### config.mk
export PLATFORM = sky130hd
export DESIGN_NAME = stable_priority_queue_unit
export DESIGN_NICKNAME = d
export VERILOG_FILES = /design/src/rtl/spq_pkg.sv /design/src/rtl/spq_datapath.sv /design/src/rtl/spq_controller.sv /design/src/rtl/stable_priority_queue_unit.sv
export SDC_FILE = /design/constraint.sdc
export NUM_CORES = 1
export LEC_CHECK = 0
export ABC_AREA = 0
export BUFFER_PORTS_ARGS = -buffer_cell sky130_fd_sc_hd__buf_4
export CELL_PAD_IN_SITES_DETAIL_PLACEMENT = 0
export CELL_PAD_IN_SITES_GLOBAL_PLACEMENT = 1
export CORE_MARGIN = 2
export CORE_UTILIZATION = 52
export DETAILED_ROUTE_END_ITERATION = 8
export PLACE_DENSITY_LB_ADDON = 0.05
export SLEW_MARGIN = 5
export SYNTH_ARGS = -nofsm -noshare
export SYNTH_HDL_FRONTEND = slang
export SYNTH_SLANG_ARGS = --single-unit
### constraint.sdc
create_clock -name i_clk -period 4.9 [get_ports i_clk]
set_input_delay 0.49 -clock i_clk [delete_from_list [all_inputs] [get_ports i_clk]]
set_output_delay 0.49 -clock i_clk [all_outputs]
set_load 0.05 [all_outputs]
### src/rtl/spq_pkg.sv
// Package for the stable priority queue unit.
// Holds request and response payload types, request codes, controller states and commands.
// Used by every module of the block.
`default_nettype none

package spq_pkg;

    localparam int QUEUE_DEPTH_DEF = 16;

    localparam logic REQ_INSERT = 1'b0;
    localparam logic REQ_REMOVE = 1'b1;

    typedef struct packed {
        logic               req_type;
        logic [7:0]         item_data;
        logic signed [15:0] item_prio;
    } t_req;

    typedef struct packed {
        logic               front_valid;
        logic [7:0]         front_data;
        logic signed [15:0] front_prio;
        logic [4:0]         entry_count;
        logic               queue_full;
        logic               op_refused;
    } t_rsp;

    typedef enum logic {
        ST_IDLE,
        ST_REPORT
    } t_state;

    typedef struct packed {
        logic apply;
        logic load_rsp;
    } t_cmd;

endpackage

`default_nettype wire

### src/rtl/spq_datapath.sv
// Datapath of the stable priority queue: a sorted row of entry cells and the response register.
// Depends on spq_pkg; driven by commands from spq_controller.
`default_nettype none

module spq_datapath #(
    parameter int QUEUE_DEPTH = spq_pkg::QUEUE_DEPTH_DEF
) (
    input  wire logic          i_clk,
    input  wire logic          i_rst_n,
    input  wire spq_pkg::t_cmd i_cmd,
    input  wire spq_pkg::t_req i_req,
    output spq_pkg::t_rsp      o_rsp
);

    localparam int CW = $clog2(QUEUE_DEPTH + 1);

    logic [7:0]         r_data [QUEUE_DEPTH];
    logic signed [15:0] r_prio [QUEUE_DEPTH];
    logic [7:0]         n_data [QUEUE_DEPTH];
    logic signed [15:0] n_prio [QUEUE_DEPTH];
    logic [CW-1:0]      r_count;
    logic [CW-1:0]      n_count;
    logic               r_refused;
    logic               n_refused;
    spq_pkg::t_rsp      r_rsp;
    spq_pkg::t_rsp      n_rsp;

    logic [QUEUE_DEPTH-1:0] w_le;
    logic                   w_full;
    logic                   w_empty;
    logic [CW+4:0]          w_cnt_ext;

    assign w_full    = (r_count == CW'(QUEUE_DEPTH));
    assign w_empty   = (r_count == '0);
    assign w_cnt_ext = {5'b0, r_count};

    always_comb begin
        for (int i = 0; i < QUEUE_DEPTH; i++) begin
            w_le[i] = (CW'(i) < r_count) && (r_prio[i] <= i_req.item_prio);
        end
    end

    always_comb begin
        n_data    = r_data;
        n_prio    = r_prio;
        n_count   = r_count;
        n_refused = r_refused;
        if (i_cmd.apply) begin
            n_refused = 1'b0;
            if (i_req.req_type == spq_pkg::REQ_INSERT) begin
                if (w_full) begin
                    n_refused = 1'b1;
                end else begin
                    n_count = r_count + CW'(1);
                    if (!w_le[0]) begin
                        n_data[0] = i_req.item_data;
                        n_prio[0] = i_req.item_prio;
                    end
                    for (int i = 1; i < QUEUE_DEPTH; i++) begin
                        if (!w_le[i]) begin
                            if (w_le[i-1]) begin
                                n_data[i] = i_req.item_data;
                                n_prio[i] = i_req.item_prio;
                            end else begin
                                n_data[i] = r_data[i-1];
                                n_prio[i] = r_prio[i-1];
                            end
                        end
                    end
                end
            end else begin
                if (w_empty) begin
                    n_refused = 1'b1;
                end else begin
                    n_count = r_count - CW'(1);
                    for (int i = 0; i < QUEUE_DEPTH - 1; i++) begin
                        n_data[i] = r_data[i+1];
                        n_prio[i] = r_prio[i+1];
                    end
                end
            end
        end
    end

    always_comb begin
        n_rsp = r_rsp;
        if (i_cmd.load_rsp) begin
            n_rsp.front_valid = !w_empty;
            n_rsp.front_data  = w_empty ? 8'd0 : r_data[0];
            n_rsp.front_prio  = w_empty ? 16'sd0 : r_prio[0];
            n_rsp.entry_count = w_cnt_ext[4:0];
            n_rsp.queue_full  = w_full;
            n_rsp.op_refused  = r_refused;
        end
    end

    always_ff @(posedge i_clk) begin
        if (!i_rst_n) begin
            r_count <= '0;
        end else begin
            r_count <= n_count;
        end
    end

    always_ff @(posedge i_clk) begin
        r_data    <= n_data;
        r_prio    <= n_prio;
        r_refused <= n_refused;
        r_rsp     <= n_rsp;
    end

    assign o_rsp = r_rsp;

    a_count_bound: assert property (@(posedge i_clk) disable iff (!i_rst_n)
        r_count <= CW'(QUEUE_DEPTH))
        else $error("Entry count exceeds the queue depth.");

    a_insert_grows: assert property (@(posedge i_clk) disable iff (!i_rst_n)
        i_cmd.apply && i_req.req_type == spq_pkg::REQ_INSERT && !w_full
        |=> r_count == $past(r_count) + CW'(1) && !r_refused)
        else $error("Accepted insert did not add one entry.");

endmodule

`default_nettype wire

### src/rtl/spq_controller.sv
// Controller of the stable priority queue: request acceptance and response handoff.
// Depends on spq_pkg; issues commands to spq_datapath.
`default_nettype none

module spq_controller (
    input  wire logic     i_clk,
    input  wire logic     i_rst_n,
    input  wire logic     i_req_valid,
    output logic          o_req_stall,
    output logic          o_rsp_valid,
    input  wire logic     i_rsp_stall,
    output spq_pkg::t_cmd o_cmd
);

    spq_pkg::t_state r_state;
    spq_pkg::t_state n_state;
    logic            r_rsp_valid;
    logic            n_rsp_valid;
    logic            w_accept;

    assign o_req_stall = (r_state != spq_pkg::ST_IDLE);
    assign w_accept    = i_req_valid && !o_req_stall;

    always_ff @(posedge i_clk) begin
        if (!i_rst_n) begin
            r_state     <= spq_pkg::ST_IDLE;
            r_rsp_valid <= 1'b0;
        end else begin
            r_state     <= n_state;
            r_rsp_valid <= n_rsp_valid;
        end
    end

    always_comb begin
        n_state        = r_state;
        o_cmd.apply    = 1'b0;
        o_cmd.load_rsp = 1'b0;
        n_rsp_valid    = r_rsp_valid && i_rsp_stall;
        unique case (r_state)
            spq_pkg::ST_IDLE: begin
                if (w_accept) begin
                    o_cmd.apply = 1'b1;
                    n_state     = spq_pkg::ST_REPORT;
                end
            end
            spq_pkg::ST_REPORT: begin
                if (!r_rsp_valid || !i_rsp_stall) begin
                    o_cmd.load_rsp = 1'b1;
                    n_rsp_valid    = 1'b1;
                    n_state        = spq_pkg::ST_IDLE;
                end
            end
            default: begin
                n_state = spq_pkg::ST_IDLE;
            end
        endcase
    end

    assign o_rsp_valid = r_rsp_valid;

    a_accept_reports: assert property (@(posedge i_clk) disable iff (!i_rst_n)
        w_accept |=> r_state == spq_pkg::ST_REPORT && o_req_stall)
        else $error("Accepted request did not move to the report state.");

    a_rsp_kept: assert property (@(posedge i_clk) disable iff (!i_rst_n)
        r_rsp_valid && i_rsp_stall |=> r_rsp_valid)
        else $error("Stalled response was dropped.");

    a_load_free: assert property (@(posedge i_clk) disable iff (!i_rst_n)
        o_cmd.load_rsp |-> !r_rsp_valid || !i_rsp_stall)
        else $error("Response register overwritten while stalled.");

endmodule

`default_nettype wire

### src/rtl/stable_priority_queue_unit.sv
// Top level of the stable priority queue unit.
// Instantiates spq_controller and spq_datapath; types come from spq_pkg.
//
//   Channel   Direction  Handshake                    Payload
//   request   in         i_req_valid / o_req_stall    i_req (spq_pkg::t_req)
//   response  out        o_rsp_valid / i_rsp_stall    o_rsp (spq_pkg::t_rsp)
//
// Each request passes the idle and report states: the entry cells shift as it is accepted
// in the idle state, and the response register loads from the front cell in the report
// state. No new request is taken until that response has been loaded.
// A stalled response holds the unit in its report step until the response register frees.
// Reset empties the queue at once; no clearing pass is needed.
`default_nettype none

module stable_priority_queue_unit #(
    parameter int QUEUE_DEPTH = spq_pkg::QUEUE_DEPTH_DEF
) (
    input  wire logic          i_clk,
    input  wire logic          i_rst_n,
    input  wire logic          i_req_valid,
    output logic               o_req_stall,
    input  wire spq_pkg::t_req i_req,
    output logic               o_rsp_valid,
    input  wire logic          i_rsp_stall,
    output spq_pkg::t_rsp      o_rsp
);

    spq_pkg::t_cmd w_cmd;

    spq_controller u_ctrl (
        .i_clk       (i_clk),
        .i_rst_n     (i_rst_n),
        .i_req_valid (i_req_valid),
        .o_req_stall (o_req_stall),
        .o_rsp_valid (o_rsp_valid),
        .i_rsp_stall (i_rsp_stall),
        .o_cmd       (w_cmd)
    );

    spq_datapath #(
        .QUEUE_DEPTH (QUEUE_DEPTH)
    ) u_dp (
        .i_clk   (i_clk),
        .i_rst_n (i_rst_n),
        .i_cmd   (w_cmd),
        .i_req   (i_req),
        .o_rsp   (o_rsp)
    );

endmodule

`default_nettype wire
Word level (Yosys, flattened, before mapping)
Cells that the tools add are included.

word-level totals
  register bits = 424
  logic and storage cells = 221

cells by class
  add/sub/neg operators = 2
  order comparisons = 32
  equal/unequal tests = 18
  muxes and demuxes = 82
  bitwise gates (word level) = 4
  reductions and logical operators = 41

operator list
  cell                                                                          number
  16-bit two-way mux                                                            31
  240-bit two-way mux                                                           2
  16-bit <= comparator                                                          16
  256-bit two-way mux                                                           1
  8-bit two-way mux                                                             31
  120-bit two-way mux                                                           2
  128-bit two-way mux                                                           1
  4-bit AND reduction                                                           16
  4-bit by 5-bit less-than comparator with 1-bit output (first input constant)  8
  2-bit != test (second input constant)                                         17
  3-bit by 5-bit less-than comparator with 1-bit output (first input constant)  4
  1-bit logical AND                                                             18
  5-bit two-way mux                                                             3
  1-bit by 5-bit less-than comparator with 1-bit output (first input constant)  2
  2-bit by 5-bit less-than comparator with 1-bit output (first input constant)  2
  1-bit two-way mux                                                             10
  5-bit by 1-bit adder with 5-bit output (second input constant)                1
  5-bit == test (second input constant)                                         1
  5-bit zero test                                                               1
  5-bit by 1-bit subtractor with 5-bit output (second input constant)           1
  1-bit zero test                                                               4
  1-bit inverter                                                                4
  3-bit AND reduction                                                           1
  1-bit one-hot mux with 2 select lines                                         1
  1-bit logical OR                                                              1

Depth between registers and ports, before layout
  word-level depth = 6
  mapped depth = 13

By module
Synthesis repeated with hierarchy kept, for this count alone.

second synthesis, totals
  cells, all modules = 3,116
  area total of the unflattened synthesis = 30,058.8 µm²

modules (own cells, without submodules)
  module          instances  cells each  area each (µm²)  sequential area each (µm²)
  spq_datapath    1          3,108       29,980.0         12,622.1
  spq_controller  1          8           78.8             40.0

Worst setup path before layout
OpenSTA, ideal clock, no wires.

  kind = in2reg
  start = in i_req[1] (netlist name)
  end = reg u_dp.r_data[120] (netlist name), enable pin
  library setup time = 0.413 ns
  data arrival time = 3.960 ns
  required time = 4.487 ns
  setup slack = 0.527 ns
  stages on the path = 12
  path buffers = 3
  path through = clkbuf_1 inv_1 ha_1 nor2b_1 o211ai_1 a2111oi_0 nor4b_1 xor2_1 a22oi_1 buf_2 buf_4 a21oi_1

between the ends
  word-level cells in the longest chain between the ends = 4

ends and longest elaborated chain
  what                                  line                              text
  start, declared                       stable_priority_queue_unit.sv:22  input wire spq_pkg::t_req i_req,
  16-bit <= comparator                  spq_datapath.sv:39                w_le[i] = (CW'(i) < r_count) && (r_prio[i] <= i_req.item_prio);
  1-bit logical AND                     spq_datapath.sv:39
  2-bit != test (no source line)        n/a
  4-bit AND reduction (no source line)  n/a
  end signal, assigned                  spq_datapath.sv:106               r_data <= n_data;
  end, declared                         spq_datapath.sv:17                logic [7:0] r_data [QUEUE_DEPTH];

No other way between the ends.
A chain may end at the register's enable or synchronous reset.

Final worst setup path
  start = reg u_dp.r_count[2]
  end = reg u_dp.r_data[119] (netlist name), enable pin

between the ends
  word-level cells in the longest chain between the ends = 4

ends and longest elaborated chain
  what                                                   line                 text
  start, declared                                        spq_datapath.sv:21   logic [CW-1:0] r_count;
  start signal, assigned                                 spq_datapath.sv:101  r_count <= n_count;
  1-bit by 5-bit less-than comparator with 1-bit output  spq_datapath.sv:39
  1-bit logical AND                                      spq_datapath.sv:39
  2-bit != test (no source line)                         n/a
  4-bit AND reduction (no source line) *                 n/a

Every way passes the cells marked *; elsewhere a longest branch is shown, timed or not.

==> impl_metrics.env <==
export IMPL_die_h_um=232
export IMPL_layout_drive_gt1_share_pct=10.8
export IMPL_synth_largest_area_cell="edfxtp_1"
export IMPL_drt_iter0_drc=1677
export IMPL_avgViaCountPerCell=6.26
export IMPL_io_buffers=62
export IMPL_num_rows=83
export IMPL_yosys_top_cells_count="nand2_1, edfxtp_1, mux2i_1, ha_1, o21ai_0"
export IMPL_seq_area_frac_synth_pct=47.0
export IMPL_grt_pass1_vias=20200
export IMPL_slew_viol_final=0
export IMPL_ys_top_cells_by_area="edfxtp_1, ha_1, mux2i_1"
export IMPL_p_per_area_nw_per_um2=414
export IMPL_final_setup_tns_ps=0
export IMPL_detailed_place_hpwl_mm=54.2
export IMPL_placed_cell_area_um2=28200
export IMPL_min_period_ps=3670
export IMPL_cp_required_ps=5170
export IMPL_path_class="reg -> reg"
export IMPL_startpoint="u_dp.r_count[2]$_SDFFE_PN0P_"
export IMPL_synthesis_area_um2=26900
export IMPL_syn_to_final_growth_pct=10.4
export IMPL_gp_congestion=0.859
export IMPL_clk_pin_slew_ps=60
export IMPL_yosys_most_used_dff="edfxtp_1"
export IMPL_setup_violations=0
export IMPL_synth_edf_count=417
export IMPL_finalPower_uw=12300
export IMPL_routed_wl_mm=76.1
export IMPL_worst_r2r_cell_count=9
export IMPL_hold_ws_ps=159
export IMPL_fp_dieW_um=232
export IMPL_syn_num_nets=2764
export IMPL_drcViolationCount=0
export IMPL_grt_pass1_wl_mm=117
export IMPL_ys_ff_latch=424
export IMPL_grt_max_degree=158
export IMPL_finalClockSkew_ps=25.1
export IMPL_initial_core_util_pct=52.6
export IMPL_grt_setup_unrepaired="false"
export IMPL_cts_sinks=424
export IMPL_cap_violations=0
export IMPL_ant_nets=0
export IMPL_synth_top_area_share_pct=46.5
export IMPL_cts_resized=0
export IMPL_avgSynthCellArea_um2=10.9
export IMPL_post_route_period_util_pct=74.9
export IMPL_slew_headroom_pct=7.76
export IMPL_irDropWorstVdd_mv=0.266
export IMPL_dieArea_um2=53600
export IMPL_worstSetupStartpointType="flop"
export IMPL_worst_pin_slew_ps=1370
export IMPL_hold_viol_final=0
export IMPL_max_freq_ghz=0.273
export IMPL_whs_path_depth=3
export IMPL_min_path_type="in -> reg"
export IMPL_overflow=0
export IMPL_cp_max_fo=25
export IMPL_fin_area_um2=29700
export IMPL_grt_use_total_pct=28.1
export IMPL_yosysWarnings=0
export IMPL_clockBufferDepth=3
export IMPL_utilization_pct=58.1
export IMPL_timing_rr_start="u_dp.r_count[2]$_SDFFE_PN0P_"
export IMPL_outcome="complete, no violations"
export IMPL_clockRootBuffer="clkbuf_16"
export IMPL_core_area_um2=51200
export IMPL_num_nets_final=2792
export IMPL_endpoint_kind="flop"
export IMPL_cp_data_arrival_time_ps=3940
export IMPL_synth_most_common_cell="nand2_1"
export IMPL_tritoncts="yes"
export IMPL_synthArstFlopShare_pct=0
export IMPL_ys_types=66
export IMPL_h_tree_depth=2
export IMPL_hold_path_startpoint="i_req_valid"
export IMPL_p_leak_uw=0.0114
export IMPL_cts_hold_buf=0
export IMPL_num_io_pins=63
export IMPL_grt_antenna_before_repair=1
export IMPL_dr_total_vias=20200
export IMPL_clk_latency_ps=600
export IMPL_synth_cells=2476
export IMPL_first_pass_iters=7
export IMPL_wl_per_cell_um=23.6
export IMPL_rrSetupSlack_ps=1230
export IMPL_cts_buffers=49
export IMPL_post_cts_buffers=0
==> cells by family (layout without fill, tap and decap cells) <==
kind of cell,after synthesis,after routing,share of synthesized area (%)
AO/OA/AOI/OAI,629,629,14.2
XOR/XNOR,9,9,0.293
adder cells (fa/ha/maj),259,259,12.0
buffers and inverters,198,264,3.54
flip-flops,424,424,47.0
multiplexers,339,339,12.7
other,0,1,0
AND/OR/NAND/NOR,618,618,10.2
==> layout make-up <==
type                    count  area, µm²
diodes                      1       2.50
inverters                  45        169
clock buffers              61       1290
repair buffers            130       1060
well taps                 680        851
multi-input cells        1854      13400
fillers                  4433      21500
clock inverters            28        269
flip-flops and latches    424      12700
==> cell usage in the layout (no fill, tap or decap), types with 8 or more instances in the layout <==
cell         n
clkinv_2     9
a221oi_1     9
o211ai_1    10
and3_1       8
clkbuf_1    10
nand4_1     27
o22ai_1     12
nor2b_1     40
o31ai_1     24
a21oi_2     16
nand2b_1     9
a22o_1       8
o21ai_0    205
a21oi_1     81
nor2_1      36
clkbuf_16   49
o21ai_1    148
a21o_1      38
nand2_1    420
edfxtp_1   417
ha_1       259
nand3_1     28
nor3_1      12
a221o_1     25
inv_1       45
mux2i_1    314
clkinv_1     9
mux2_2      25
buf_4      123
==> metrics by stage <==
| stage | setup slack [ps] | cells |
|---|---|---|
| global placement | 857 | 3133 |
| detailed placement | 858 | 3133 |
| finish | 1230 | 3223 |
| CTS | 1270 | 3222 |
| global route | 1200 | 3222 |
| floorplan | 527 | 2476 |
==> per-layer routing <==
| metal | wire length (µm) | global-route usage [%] | share of wire (%) | up-vias |
|---|---|---|---|---|
| met4 | 1500 | 7.39 | 2.0 | 0 |
| met1 | 34400 | 39.4 | 45 | 10100 |
| met5 | 0 | 0 | 0 | - |
| li1 | - | - | - | 9373 |
| met2 | 35800 | 45.9 | 47 | 580 |
| met3 | 4370 | 3.92 | 5.7 | 107 |
==> worst max-delay path: stages, from the launching register on <==
cell     delay (ps)
dfxtp_1         300
buf_4           190
nor3_1         1090
o21ai_0         530
o21ai_0         200
a31o_2          150
a31oi_4          30
buf_4           310
a21oi_2         220
buf_4           300
==> registers in the layout, indices dropped and copies added, names as in the netlist <==
name and count:
u_ctrl.o_req_stall 1, u_ctrl.o_rsp_valid 1, u_dp.o_rsp 32, u_dp.r_count 5
u_dp.r_data 128, u_dp.r_prio 256, u_dp.r_refused 1
==> power breakdown <==
part	total (µW)	switching, µW	leakage (µW)	internal, µW
registers	5310	466	0.00402	4840
logic	3330	2050	0.00662	1280
clock network	3680	1550	0.000759	2130
total	12300	4070	0.0114	8240
==> worst paths after layout <==
check | endpoint
setup / recovery | u_dp.r_data[119]$_DFFE_PP_
hold / removal | u_ctrl.o_req_stall$_SDFF_PN0_
setup reg to reg | u_dp.r_data[119]$_DFFE_PP_
hold reg to reg | u_dp.o_rsp[0]$_DFFE_PP_
No activity file was read; power rests on OpenSTA's default activity.
